--- config.mk ---
export PLATFORM = sky130hd
export DESIGN_NAME = pevr_rec_build
export DESIGN_NICKNAME = d
export VERILOG_FILES = /design/src/hdl/pevr_pkg.sv /design/src/hdl/pevr_rec_build.sv
export SDC_FILE = /design/constraint.sdc
export NUM_CORES = 1
export LEC_CHECK = 0
export BUFFER_PORTS_ARGS = -buffer_cell sky130_fd_sc_hd__buf_2
export CORE_AREA = 5 5 200 202
export DETAILED_ROUTE_END_ITERATION = 8
export DIE_AREA = 0 0 205 207
export PLACE_DENSITY_LB_ADDON = 0.05
export SLEW_MARGIN = 10
export SYNTH_ARGS = -nofsm -noshare
export SYNTH_HDL_FRONTEND = slang
export SYNTH_SLANG_ARGS = --single-unit
export TNS_END_PERCENT = 1
--- constraint.sdc ---
create_clock -name vclk -period 7.7
set_input_delay 1.54 -clock vclk [all_inputs]
set_output_delay 1.54 -clock vclk [all_outputs]
set_load 0.005 [all_outputs]
--- src/hdl/pevr_pkg.sv ---
package pevr_pkg;

  // Default sizes.
  localparam int unsigned RingDepthDef = 256;
  localparam int unsigned MaxDrainDef  = 64;

  // Field widths.
  localparam int unsigned TimeW  = 63;
  localparam int unsigned CountW = 63;
  localparam int unsigned GenW   = 8;
  localparam int unsigned DropW  = 64;

  // Record as stored in the ring, start time in the lowest bits.
  typedef struct packed {
    logic [GenW-1:0]   generation;
    logic [CountW-1:0] uncollectable;
    logic [CountW-1:0] collected;
    logic [TimeW-1:0]  duration;
    logic [TimeW-1:0]  start;
  } rec_t;

  localparam int unsigned RecW       = $bits(rec_t);
  localparam int unsigned InDataW    = 216;
  localparam int unsigned InUserW    = 2;
  localparam int unsigned OutDataW   = 328;
  localparam int unsigned OutUserW   = 1;
  localparam int unsigned OutPadW    = OutDataW - RecW - DropW;

  // Request kinds carried on the input tuser.
  typedef enum logic [1:0] {
    REQ_START = 2'd0,
    REQ_STOP  = 2'd1,
    REQ_DRAIN = 2'd2
  } req_e;

endpackage

--- src/hdl/pevr_rec_build.sv ---
module pevr_rec_build
  import pevr_pkg::*;
(
  input  logic [TimeW-1:0] now_i,
  input  logic [TimeW-1:0] pending_i,
  input  logic [10:0]      generation_i,
  input  logic [63:0]      collected_i,
  input  logic [63:0]      uncollectable_i,
  output logic             gen_ok_o,
  output rec_t             rec_o
);

  // Only generations 0..255 make a record; the sign bit rules out -1.
  assign gen_ok_o = (generation_i[10:GenW] == '0);

  // Duration clamps to zero when time did not move forward; negative counts clamp to zero.
  always_comb begin
    rec_o.start         = pending_i;
    rec_o.duration      = (now_i > pending_i) ? (now_i - pending_i) : '0;
    rec_o.collected     = collected_i[63] ? '0 : collected_i[CountW-1:0];
    rec_o.uncollectable = uncollectable_i[63] ? '0 : uncollectable_i[CountW-1:0];
    rec_o.generation    = generation_i[GenW-1:0];
  end

endmodule

== After elaboration in Yosys (flattened, before gate mapping) ==
Index checks and enable logic that the tools add are counted.
Widths: inputs -> output; s select.

* Flip-flop bits (word level): 0
* Word-level logic and storage cells: 6

* Muxes and demuxes: 3
* Order comparisons: 1
* $add $sub $neg: 1
* Reduce and logical (&&, ||, !) cells: 1

{| class="wikitable"
|+ Operators by type and width
! cell !! number
|-
| $mux 63 || 3
|-
| $gt 63x63->1 || 1
|-
| $sub 63x63->63 || 1
|-
| $logic_not 3->1 || 1
|}

== Longest topological paths before layout ==
* Depth after elaboration: 2
* Mapped depth: 14

== Least setup slack after synthesis ==
Ideal clock, no wire load.

* Path type: in2out
* Start point: input port now_i[0]
* End point: output port rec_o[115] in the netlist's numbering
* Data arrival time: 3980 ps
* Slack: 2180 ps
* Stages: 13
* Data required time: 6160 ps
* Path through: inv_1 ha_1 fa_1 nand2b_1 a211oi_2 or3_1 a21oi_2 o21ba_2 o41ai_4 a21oi_2 nor2_1 mux2i_1 and3_1

{| class="wikitable"
|+ RTL lines
! what !! RTL line !! text
|-
| start: declaration || pevr_rec_build.sv:4 || <nowiki>input logic [TimeW-1:0] now_i,</nowiki>
|-
| end: declaration || pevr_rec_build.sv:10 || <nowiki>output rec_t rec_o</nowiki>
|}

==> impl_metrics.json <==
{
  "overflow": 0,
  "port_buffers": 510,
  "antenna_left": 0,
  "wire_per_inst_um": 20.35,
  "setup-tns-final_ps": 0,
  "dpl-instance-area_um2": 8353,
  "vias_per_cell": 4.174,
  "post-cts-setup-buffers": 0,
  "drcViolationCount": 0,
  "fin_cells": 1842,
  "status": "finished, final reports clean",
  "synthCells": 931,
  "avgSynthCellArea_um2": 6.334,
  "multi_input_area_um2": 4802,
  "nClkBuffers": 0,
  "drtIter0Drc": 339,
  "routed_wl_um": 37490,
  "period_share": 0.8238,
  "finalHoldViolations": 0,
  "end_kind": "primary output",
  "crit_end": "rec_o[125]",
  "worstSetupStartpointType": "input pin",
  "place_inst": 1840,
  "antenna_found_initial": 14,
  "cts_hold_buf": 0,
  "yosysSeqAreaShare": 0,
  "chipHeight_um": 207,
  "rsz0062_at_grt": "false",
  "drive_gt1_frac": 0.4032,
  "power_switching_w": 0.0003880,
  "pwr-share-clk": 0,
  "finalSetupViolCount": 0,
  "yosysUniqueCellTypes": 63,
  "hp-class": "input pin to primary output",
  "pwr-share-seq": 0,
  "synth_area_um2": 5897,
  "post-route-util": 0.2193,
  "internal-power_w": 0.0002853,
  "initial_utilization": 0.1547,
  "nFlopsAndLatches": 0,
  "final.min_clock_period_ps": 6343,
  "worst-setup-path-type": "input pin to primary output",
  "firstDrtPassIters": 4,
  "grt_max_degree": 64,
  "die-area_um2": 42440,
  "combinationalPowerShare": 1.000,
  "fillers": 4561,
  "p_total_w": 0.0006733,
  "cp-startpoint": "now_i[0]",
  "grt_pass1_vias": 7967,
  "p_leak_nw": 4.669,
  "ys_warn_count": 0,
  "grt_usage": 0.1605,
  "min_from": "generation_i[0]",
  "slew_violations": 0,
  "worstPathRequired_ps": 6160,
  "slew_headroom": 0.2742,
  "regArea_um2": 0,
  "grt_pass1_wl_um": 52770,
  "arrival_ps": 4800,
  "via_count": 7688,
  "core_area_um2": 38110,
  "nNetsFinal": 1653,
  "place.gp.congestion": 0.8147,
  "maxCapViolCount": 0,
  "fin_area_um2": 8358,
  "ios": 526,
  "max_freq_ghz": 0.1577,
  "worstMarginPinSlew_ps": 1089,
  "p_per_area_nw_per_um2": 80.55,
  "ir_drop_mv": 0.03339,
  "die_w_um": 205,
  "syn2layout_area_growth_pct": 41.74,
  "ctsResizeCount": 0,
  "hpwl_um": 34030,
  "syn-num-nets": 1260,
  "path_max_fanout": 4,
  "num_rows": 72,
  "p_sw_frac": 0.5762
}
==> synthesized netlist by cell type (all sizes together), types with 2 or more instances <==
cell	number	area, um2
and2	9	56.30
o21ai	41	209.0
o31a	2	17.52
nand2	45	168.9
ha	63	788.3
or3	4	25.02
a21o	38	285.3
nor3	20	105.1
clkbuf	33	127.6
a2111oi	2	42.54
o41ai	3	60.06
nor4	2	12.51
a21boi	6	45.05
a211oi	6	55.05
nor2	103	386.6
a41oi	2	17.52
a21oi	72	371.6
xnor2	26	227.7
o21a	16	120.1
a221oi	3	43.80
nand3	20	100.1
nor2b	127	794.5
o221ai	2	17.52
inv	88	330.3
or2	5	31.28
a31oi	6	37.54
o31ai	5	37.54
and3	2	12.51
xor2	26	227.7
buf	87	638.1
o21bai	13	97.59
nand4	25	156.4
nand2b	5	31.28
nor3b	4	30.03
o211ai	4	30.03
==> power groups by stage <==
stage | clock [W] | combinational, W | sequential [W]
final | 0.0000000000349 | 0.000673 | 0
after global routing | 0.0000000000174 | 0.000748 | 0
after CTS | 0 | 0.000688 | 0
after detailed placement | 0 | 0.000683 | 0
after global placement | 0 | 0.000692 | 0
after floorplan | 0 | 0.000405 | 0
==> cell usage in the layout, fill, tap and decap left out, drive strengths merged, types with 3 or more instances in the layout <==
master	count
or2	5
nor2	103
o31ai	5
a31oi	6
nor2b	127
nor3	20
o211ai	4
nor3b	4
ha	63
inv	88
a21o	38
o41ai	3
or3	4
nand4	25
nand2b	5
a21boi	6
o21a	16
and2	9
buf	511
xor2	26
o21bai	13
a211oi	6
nand2	45
o21ai	41
xnor2	26
a21oi	72
a221oi	3
nand3	20
==> per-layer routing <==
metal,up-vias,global-route usage,share of wire
met3,30,0.02315,0.063
met2,275,0.2895,0.49
li1,3856,-,-
met5,-,0,0.0011
met1,3521,0.2124,0.44
met4,6,0.008316,0.0098
==> worst min path at each step <==
stage	cells past startpoint	endpoint
floorplan	1	gen_ok_o
global placement	0	rec_o[254]
detailed placement	0	rec_o[254]
CTS	0	rec_o[254]
global route	0	rec_o[253]
finish	0	rec_o[252]
==> per-stage QoR <==
stage	worst slack, ps	hold WS, ps
finish	1357	3080
CTS	1269	3080
floorplan	2180	3110
detailed placement	1299	3080
global route	1052	3080
global placement	1317	3080
==> worst max-delay path, stage by stage <==
cell	delay, ps
buf_2	70
inv_1	30
ha_1	220
fa_1	400
nand2b_1	190
a211oi_2	220
o311ai_1	190
a21o_1	250
a211oi_1	580
o31a_1	300
a21o_1	290
a31oi_1	140
xor2_1	160
nor2_1	90
buf_2	130
==> kinds of logic after synthesis <==
group | after synthesis | synth area share
buffers and inverters | 208 | 0.1859
muxes | 1 | 0.001698
AOI/OAI and AO/OA | 233 | 0.2712
xor gates and xnor gates | 52 | 0.07723
and+or+nand+nor | 373 | 0.3270
adders and majority gates | 64 | 0.1371
==> layout make-up <==
type                            count  area share
Multi-Input combinational cell    723      0.5746
Timing Repair Buffer              511      0.3078
Tap cell                          518     0.07754
Inverter                           88     0.03952
Antenna cell                        2   0.0005988
No activity file was read; power rests on OpenSTA's default activity.
